[config.mk]
export PLATFORM = sky130hd
export DESIGN_NAME = smrm_fifo
export DESIGN_NICKNAME = d
export VERILOG_FILES = /design/src/rtl/assert_macros.svh /design/src/rtl/smrm_pkg.sv /design/src/rtl/smrm_fifo.sv
export SDC_FILE = /design/constraint.sdc
export NUM_CORES = 1
export LEC_CHECK = 0
export BUFFER_PORTS_ARGS = -buffer_cell sky130_fd_sc_hd__buf_2
export CAP_MARGIN = 20
export CORE_MARGIN = 2
export CORE_UTILIZATION = 30
export DETAILED_ROUTE_END_ITERATION = 10
export GPL_TIMING_DRIVEN = 0
export MAX_ROUTING_LAYER = met4
export SYNTH_ARGS = -nofsm -noshare
export SYNTH_HDL_FRONTEND = slang
export SYNTH_SLANG_ARGS = --single-unit
export TNS_END_PERCENT = 1
[constraint.sdc]
create_clock -name clk -period 3.3 [get_ports clk]
set_input_delay 0.66 -clock clk [delete_from_list [all_inputs] [get_ports clk]]
set_output_delay 0.66 -clock clk [all_outputs]
set_load 0.03 [all_outputs]
[src/rtl/assert_macros.svh]
// Assertion macros for the files that carry concurrent checks.
// No dependencies.
`ifndef ASSERT_MACROS_SVH
`define ASSERT_MACROS_SVH

// Implication checked on every rising edge outside reset.
`define AST_IMPLIES(label, clk, rst, lhs, rhs) \
  label: assert property (@(posedge clk) disable iff (rst) (lhs) |-> (rhs)) \
    else $error("assertion failed");

// Condition that must hold on every rising edge outside reset.
`define AST_ALWAYS(label, clk, rst, cond) \
  label: assert property (@(posedge clk) disable iff (rst) (cond)) \
    else $error("assertion failed");

`endif

[src/rtl/smrm_pkg.sv]
// Constants, item codes and the queue item type of the sparse row multiplier.
// No dependencies.
package smrm_pkg;

  localparam int INNER_ROWS    = 256;
  localparam int STORE_ENTRIES = 1024;
  localparam int MAX_COLUMNS   = 64;
  localparam int QUEUE_DEPTH   = 4;

  localparam int ROW_W  = $clog2(INNER_ROWS);
  localparam int PTR_W  = $clog2(STORE_ENTRIES);
  localparam int CNT_W  = PTR_W + 1;
  localparam int COL_W  = 6;
  localparam int NCOL_W = 7;
  localparam int SUM_AW = $clog2(MAX_COLUMNS);
  localparam int QP_W   = $clog2(QUEUE_DEPTH);
  localparam int QC_W   = QP_W + 1;

  localparam logic [1:0] KIND_LOAD  = 2'd0;
  localparam logic [1:0] KIND_ROW   = 2'd1;
  localparam logic [1:0] KIND_EMPTY = 2'd2;
  localparam logic [1:0] KIND_CLEAR = 2'd3;

  typedef struct packed {
    logic [1:0]        kind;
    logic              hit;
    logic [PTR_W-1:0]  first;
    logic [PTR_W-1:0]  last_p;
    logic [PTR_W-1:0]  slot;
    logic [COL_W-1:0]  col;
    logic signed [31:0] value;
    logic              row_end;
  } desc_t;

endpackage

[src/rtl/smrm_fifo.sv]
// Short queue of classified items between front and back.
// Depends on smrm_pkg.
module smrm_fifo import smrm_pkg::*; (
  input  logic          clk,
  input  logic          rst,
  input  logic          push,
  input  desc_t         push_data,
  input  logic          pop,
  output desc_t         head,
  output logic          empty,
  output logic [QC_W-1:0] count
);

  desc_t           mem [QUEUE_DEPTH];
  logic [QP_W-1:0] wr_ptr;
  logic [QP_W-1:0] rd_ptr;

  assign head  = mem[rd_ptr];
  assign empty = (count == '0);

  always_ff @(posedge clk) begin
    if (rst) begin
      wr_ptr <= '0;
      rd_ptr <= '0;
      count  <= '0;
    end else begin
      if (push) begin
        wr_ptr <= wr_ptr + 1'b1;
      end
      if (pop) begin
        rd_ptr <= rd_ptr + 1'b1;
      end
      if (push && !pop) begin
        count <= count + 1'b1;
      end else if (pop && !push) begin
        count <= count - 1'b1;
      end
    end
  end

  always_ff @(posedge clk) begin
    if (push) begin
      mem[wr_ptr] <= push_data;
    end
  end

endmodule

==> metrics.txt, run 1 <==
Syn Nets 501; synth warn 0; Detail Route Antenna Nets 0; met3 Resource Use GR 2.50%; Total Power 0.00866 W; area of the multi-input gates 1860 µm²; CTS resizes 0; worst-skew pair later-pin latency 560 ps; WL/cell 19.2 µm; worst setup margin 267 ps; actual slew at the worst max-slew pin 649 ps; share of layout cells above drive strength 1 45.0%; Yosys reg bits 297; Worst-path clk slew 60 ps; Net Sw Power 0.00206 W; global-route wire length before repair 32.0 mm; GRT met2 Usage 19.5%; Cells after Synth 419; Final GP Congestion 0.639; postcts setup bufs 0; Crit path largest cell delay 500 ps; Critical-path top delay cell clkbuf_1; grt total ovfl 0; core area 35700 µm²; clock root buffer clkbuf_16; Min Hold Slack 315 ps; busiest layer in global routing met2; drt drc 0; crit share post-route 91.9%; die area 37800 µm²; Clock Power Share 37.1%; WL final 20.9 mm; # IOs 152; nets 688; met1 usage 13.7%; # fillers 3264; CP dominant cell by count buf_2; routed vias 4851; post-synth cell types 21; Hold Startpoint push_data[54]; Static Leak 4.44 nW; vias in the first global route 5365; hold_buf cts 0; initial antenna violation count 1; cts bufs inserted 31; Switching Fraction 23.8%; Startpoint Class register; die width 195 µm; largest net degree at the start of global routing 53; VDD IR max 0.490 mV; Layout area overhead 21.9%; crit path buf inv count 3; syn_area_per_cell 26.0 µm²; minimum clock period 3030 ps; Bufs on Longest Clock Path 3; most frequent cells in the layout edfxtp_1, buf_2, mux4_2; initial core utilization 30.5%; fmax 0.330 GHz; Comb power frac 12.4%; Clock Sinks 297; DP HPWL 12.4 mm; H-tree depth 1; Worst Path Max Fanout 10; CTS tree built; Overall Global Routing Usage 11.5%; CP top delay family buffers and inverters; nature of the critical path endpoint output pin; Final setup viols 0; status finished clean; die height 195 µm; Setup Skew 11.3 ps; Critical Path AT 2370 ps; Int Pwr 0.00660 W; max-slew violations 0; WP data required 2640 ps; Mapped Area 10900 µm²; FF-to-FF Start wr_ptr[0]; max_cap viols 0; commonest non-fill, non-tap cell in the layout edfxtp_1; final hold vios 0; Seq/Total Area, Yosys 81.1%; via/cell ratio 4.45; WS Path Type register to output pin; Slew headroom 56.7%; DR iter-0 viols 142; Hold Crit Class input pin to register; DR pass1 iterations 4; dpl ws 676 ps; fin util 37.2%; Pwr Density 653 nW/µm²; RSZ-0062 raised after global routing false; # rows 69; share of power burned in registers 50.5%; sequential cell area 8830 µm²; I/O Buffers 150; crit-path cells clkbuf_1 > buf_2 > mux4_2 > buf_2
==> synthesized netlist by cell type (all sizes together) <==
master,number,area [µm²]
a21oi,1,5.00
and2,4,25.0
buf,15,186
clkbuf,2,7.51
dfxtp,9,180
edfxtp,288,8650
fa,1,20.0
ha,5,62.6
inv,4,15.0
mux2i,2,20.0
mux4,72,1630
nand2,1,3.75
nor2,7,26.3
nor3,1,5.00
o21ai,1,5.00
or3,1,6.26
xnor2,2,17.5
xor2,3,26.3
==> area by class of cell <==
cell class | count | share of cell area (%)
buffer | 17 | 1.46
sequential | 297 | 66.5
clock buffer | 40 | 6.10
antenna | 1 | 0.0189
tap | 461 | 4.35
timing repair buffer | 154 | 6.49
clock inverter | 14 | 0.905
inverter | 4 | 0.113
multi-input combinational | 101 | 14.0
==> flip-flops by register name (all words and copies together) (netlist names), named ones only <==
register,count
mem,288
count,3
wr_ptr,2
rd_ptr,2
==> metrics by stage <==
step | instance area, µm² | std cells | setup TNS [ps]
2_1_floorplan | 10900 | 419 | 0
3_3_place_gp | 12200 | 1030 | -364820
3_5_place_dp | 12300 | 1034 | 0
4_1_cts | 13300 | 1088 | 0
5_1_grt | 13300 | 1089 | 0
6_report | 13300 | 1089 | 0
==> logic make-up after synthesis <==
group | share of synthesized area (%)
AO/OA/AOI/OAI | 0.0918
XOR/XNOR | 0.402
adder cells (fa/ha/maj) | 0.758
buffers and inverters | 1.92
flip-flops | 81.1
multiplexers | 15.1
AND/OR/NAND/NOR | 0.609
==> power by group through the flow <==
stage	Sequential [W]	Combinational [W]	Clock, W
after floorplan	0.00446	0.000727	0
after global placement	0.00447	0.00108	0
after detailed placement	0.00445	0.00111	0
after CTS	0.00437	0.00111	0.00333
after global routing	0.00439	0.00116	0.00346
final	0.00437	0.00108	0.00321
==> per-layer routing <==
layer  vias up  share of wire, %  routed length (µm)
li1       2179                 -                   -
met2       120                50               10500
met5         -                 0                   0
met3        36               5.2                1100
met4         0               2.1                 444
met1      2516                43                8920
==> final timing paths <==
kind | cells past startpoint | slack, ps | end
hold reg to reg | 2 | 510 | count[2]
setup / recovery | 4 | 270 | head[11]
hold / removal | 1 | 320 | mem[0][54]
setup reg to reg | 4 | 1470 | mem[0][10]
(Power assumes the default switching activity.)
==> run 2, diff against run 1 <==
--- a/config.mk
+++ b/config.mk
@@ -8,10 +8,12 @@
 export BUFFER_PORTS_ARGS = -buffer_cell sky130_fd_sc_hd__buf_2
 export CAP_MARGIN = 20
 export CORE_MARGIN = 2
-export CORE_UTILIZATION = 30
+export CORE_UTILIZATION = 55
+export CTS_CLUSTER_DIAMETER = 60
 export DETAILED_ROUTE_END_ITERATION = 10
 export GPL_TIMING_DRIVEN = 0
 export MAX_ROUTING_LAYER = met4
+export PLACE_DENSITY = 0.77
 export SYNTH_ARGS = -nofsm -noshare
 export SYNTH_HDL_FRONTEND = slang
 export SYNTH_SLANG_ARGS = --single-unit
==> metrics.txt, run 2 (synthesis results as in run 1) <==
Startpoint Class register; actual slew at the worst max-slew pin 605 ps (-44.2 ps); DR iter-0 viols 307 (+120%); CTS resizes 0 (unchanged); via/cell ratio 5.44 (+22%); Static Leak 4.43 nW (-0.16%); WS Path Type register to output pin; dpl ws 903 ps (+226 ps); crit share post-route 87.7% (-4.2 points); VDD IR max 0.484 mV (-1.4%); max-slew violations 0 (unchanged); most frequent cells in the layout edfxtp_1, buf_2, mux4_2; max layer used met4; metal3 WL 1.04 mm (-5.1%); hold_buf cts 0 (unchanged); # IOs 152 (unchanged); WL/cell 21.1 µm (+9.7%); final hold vios 0 (unchanged); max reg flops 288 (unchanged); CP dominant cell by count buf_2; Worst Path Max Fanout 10 (unchanged); Pwr Density 654 nW/µm² (+0.15%); fmax 0.345 GHz (+4.8%); core area 19500 µm² (-45%); Hold Crit Class input pin to register; RSZ-0062 raised after global routing false; Layout area overhead 19.1%; H-tree depth 1 (unchanged); status finished clean; WP data required 2640 ps (about the same); largest net degree at the start of global routing 45 (-15%); initial antenna violation count 1 (unchanged); crit-path cells clkbuf_1 > buf_2 > mux4_2 > buf_2; Detail Route Antenna Nets 0 (unchanged); Final setup viols 0 (unchanged); initial core utilization 55.9% (+25 points); minimum clock period 2890 ps (-138 ps); Clock Sinks 297 (unchanged); die width 145 µm (-26%); Top Registers mem: 288 flops, count: 3 flops; postcts setup bufs 0 (unchanged); Setup Skew 18.9 ps (+7.64 ps); worst setup margin 405 ps (+138 ps); DR pass1 iterations 7 (+3); share of layout cells above drive strength 1 45.7% (+0.70 points); Placed Instances 838 (-19%); WL final 18.8 mm (-10%); Top reg by flops mem; max_cap viols 0 (unchanged); Critical Path AT 2230 ps (-140 ps); routed vias 4844 (-0.14%); nets 686 (-0.29%); Overall Global Routing Usage 18.8% (+7.3 points); vias in the first global route 5219 (-2.7%); Worst-path clk slew 60 ps (about the same); I/O Buffers 150 (unchanged); CTS tree built; cts bufs inserted 29 (-6.5%); DP HPWL 11.8 mm (-5.2%); Crit path largest cell delay 470 ps (-30 ps); die height 145 µm (-26%); drt drc 0 (unchanged); Critical-path top delay cell clkbuf_1; global-route wire length before repair 28.6 mm (-11%); metal2 WL 9.90 mm (-5.5%); Slew headroom 59.7% (+2.9 points); commonest non-fill, non-tap cell in the layout edfxtp_1; Bufs on Longest Clock Path 3 (unchanged); nature of the critical path endpoint output pin; Final Non-Filler Cells 890 (-18%); fin util 66.6% (+29 points); worst-skew pair later-pin latency 540 ps (-20 ps); grt total ovfl 0 (unchanged); Final GP Congestion 0.736 (+15%); die area 20900 µm² (-45%); clock root buffer clkbuf_16; # rows 51 (-26%); Total Power 0.00848 W (-2.1%); DRT met1 WL 7.55 mm (-15%)
==> run 2: report_power, final <==
group          internal (W)  switching, W
Sequential          0.00433     0.0000473
Clock               0.00175       0.00128
Combinational      0.000404      0.000656
==> run 2: layer usage <==
layer | global-route usage, % | vias up
met1 | 24.3 | 2519
met3 | 3.88 | 28
met2 | 31.3 | 128
met4 | 4.75 | 0
met5 | - | -
li1 | - | 2169
==> run 2: path summary, 6_finish.rpt <==
path         slack [ps]  depth (start not counted)         end          start
max                 410                          4     head[1]       register
min                 330                          1  mem[0][59]  push_data[59]
max reg2reg        1530                          4  mem[2][55]      wr_ptr[0]
min reg2reg         520                          2    count[2]       count[2]
==> run 2: cell type report <==
cell class | instances | area [µm²]
Clock inverter | 19 | 144
Inverter | 4 | 15.0
Antenna cell | 1 | 2.50
Clock buffer | 32 | 737
Sequential cell | 297 | 8830
Fill cell | 1270 | 6490
Tap cell | 265 | 332
Timing Repair Buffer | 154 | 853
Multi-Input combinational cell | 101 | 1860
Buffer | 17 | 194
==> run 2: stage by stage <==
| step | cell area (µm²) | hold slack (ps) | setup TNS (ps) |
|---|---|---|---|
| final | 13000 | 331 | 0 |
| after global routing | 13000 | 321 | 0 |
| after CTS | 13000 | 309 | 0 |
| after detailed placement | 12100 | 511 | 0 |
| after global placement | 12000 | 480 | -238080 |
| after floorplan | 10900 | 485 | 0 |
==> run 2: critical path: cells and delay by family (launching register included) <==
family                 cells  cell delay (ps)
multiplexers               1              370
buffers and inverters      3             1050
flip-flops                 1              300
==> run 3, diff against run 2 <==
--- a/config.mk
+++ b/config.mk
@@ -14,6 +14,7 @@
 export GPL_TIMING_DRIVEN = 0
 export MAX_ROUTING_LAYER = met4
 export PLACE_DENSITY = 0.77
+export SLEW_MARGIN = 10
 export SYNTH_ARGS = -nofsm -noshare
 export SYNTH_HDL_FRONTEND = slang
 export SYNTH_SLANG_ARGS = --single-unit
==> constraint.sdc (replaced) <==
create_clock -name clk -period 3.3 [get_ports clk]
set_input_delay 0.66 -clock clk [delete_from_list [all_inputs] [get_ports clk]]
set_output_delay 0.66 -clock clk [all_outputs]
set_load 0.1 [all_outputs]
==> metrics.txt, run 3 (synthesis results as in run 1) <==
global-route wire length before repair 28.2 mm (-1.4%); CTS tree built; DR iter-0 viols 268 (-13%); DP HPWL 11.3 mm (-4.4%); most frequent cells in the layout edfxtp_1, buf_2, mux4_2; clock root buffer clkbuf_16; Critical Path AT 2410 ps (+180 ps); max_cap viols 0 (unchanged); worst-skew pair later-pin latency 540 ps (about the same); Pwr Density 728 nW/µm² (+11%); cts bufs inserted 31 (+6.9%); H-tree depth 1 (unchanged); Final GP Congestion 0.763 (+3.7%); Bufs on Longest Clock Path 3 (unchanged); Setup Skew 9.60 ps (-9.32 ps); hold_buf cts 0 (unchanged); WL final 18.6 mm (-0.93%); Detail Route Antenna Nets 0 (unchanged); worst setup margin 235 ps (-171 ps); Cells on Worst Hold Path 1 (unchanged); Startpoint Class register; Top reg by flops mem; vias in the first global route 5214 (-0.096%); Worst-path clk slew 60 ps (about the same); # IOs 152 (unchanged); status finished clean; grt total ovfl 0 (unchanged); I/O Buffers 150 (unchanged); Static Leak 4.48 nW (+1.2%); via/cell ratio 5.47 (+0.55%); Top Registers mem: 288 flops, count: 3 flops; die area 20900 µm² (unchanged); RSZ-0062 raised after global routing false; Worst R2R Path Depth 4 (unchanged); CTS resizes 0 (unchanged); drt drc 0 (unchanged); Layout area overhead 20.4%; initial antenna violation count 1 (unchanged); WS Path Type register to output pin; largest net degree at the start of global routing 49 (+8.9%); reg-to-reg slack, setup 1520 ps (about the same); die width 145 µm (unchanged); final hold vios 0 (unchanged); nature of the critical path endpoint output pin; share of layout cells above drive strength 1 46.3% (+0.60 points); routed vias 4909 (+1.3%); FF-to-FF Start wr_ptr[1]; DR pass1 iterations 4 (-3); max-slew violations 0 (unchanged); worst flop-to-flop path endpoint mem[1][36]; initial core utilization 55.9% (unchanged); # rows 51 (unchanged); fmax 0.326 GHz (-5.6%); dpl ws 739 ps (-164 ps); core area 19500 µm² (unchanged); Final setup viols 0 (unchanged); WP data required 2640 ps (about the same); Clock Sinks 297 (unchanged); postcts setup bufs 0 (unchanged); Min Hold Slack 330 ps (-1.25 ps); crit share post-route 92.9% (+5.2 points); die height 145 µm (unchanged); max reg flops 288 (unchanged); WL/cell 20.7 µm (-1.7%); # fillers 1225 (-3.5%); minimum clock period 3070 ps (+171 ps); nets 688 (+0.29%); Overall Global Routing Usage 18.5% (-0.29 points); commonest non-fill, non-tap cell in the layout edfxtp_1; Worst Path Max Fanout 10 (unchanged); Hold Startpoint push_data[44]; VDD IR max 0.442 mV (-8.6%); Slew headroom 59.7% (about the same); actual slew at the worst max-slew pin 604 ps (-0.603 ps); Hold Crit Class input pin to register; Hold Path End mem[1][44]
==> run 3: worst max path at each step <==
stage | startpoint | to | slack [ps] | depth (start not counted)
final | register | head[62] | 230 | 4
after floorplan | push | mem[0][0] | 520 | 1
after global routing | register | head[62] | 130 | 4
after global placement | push | mem[1][16] | -920 | 2
after CTS | register | head[68] | 150 | 4
after detailed placement | register | head[68] | 740 | 4
==> run 3: through the flow <==
step / power [W] / instances / TNS [ps] / utilization, % / cell area, µm²
3_3_place_gp: 0.00628 / 834 / -260860 / 61.5 / 12000
3_5_place_dp: 0.00632 / 838 / 0 / 62.2 / 12100
4_1_cts: 0.00964 / 896 / 0 / 67.3 / 13100
2_1_floorplan: 0.00598 / 419 / 0 / - / 10900
5_1_grt: 0.00985 / 897 / 0 / 67.3 / 13100
6_report: 0.00955 / 897 / 0 / 67.3 / 13100
==> run 3: layout make-up <==
type,instances,area (µm²),share of cell area (%)
multi-input combinational,101,1870,14.2
inverter,4,15.0,0.115
antenna,1,2.50,0.0191
clock inverter,25,224,1.71
timing repair buffer,154,861,6.57
buffer,17,194,1.48
clock buffer,33,783,5.98
tap,265,332,2.53
sequential,297,8830,67.4
==> run 3: critical path, cell delays in order, from the launching register on <==
cell and delay (ps):
dfxtp_1 300, clkbuf_1 460, buf_2 400, mux4_2 270
buf_2 420
==> run 3: metal layers <==
layer	track usage [%]	part of all wire, %	vias to the layer above
li1	-	-	2177
met1	23.8	42	2548
met2	31.2	51	156
met3	3.69	5.6	28
met4	4.45	1.8	0
met5	-	0	-
==> run 3: power breakdown <==
part | internal [W] | total [W] | switching, W | leakage [nW]
combinational | 0.000404 | 0.00184 | 0.00144 | 1.28
sequential | 0.00433 | 0.00438 | 0.0000478 | 2.72
clock | 0.00196 | 0.00332 | 0.00136 | 0.487
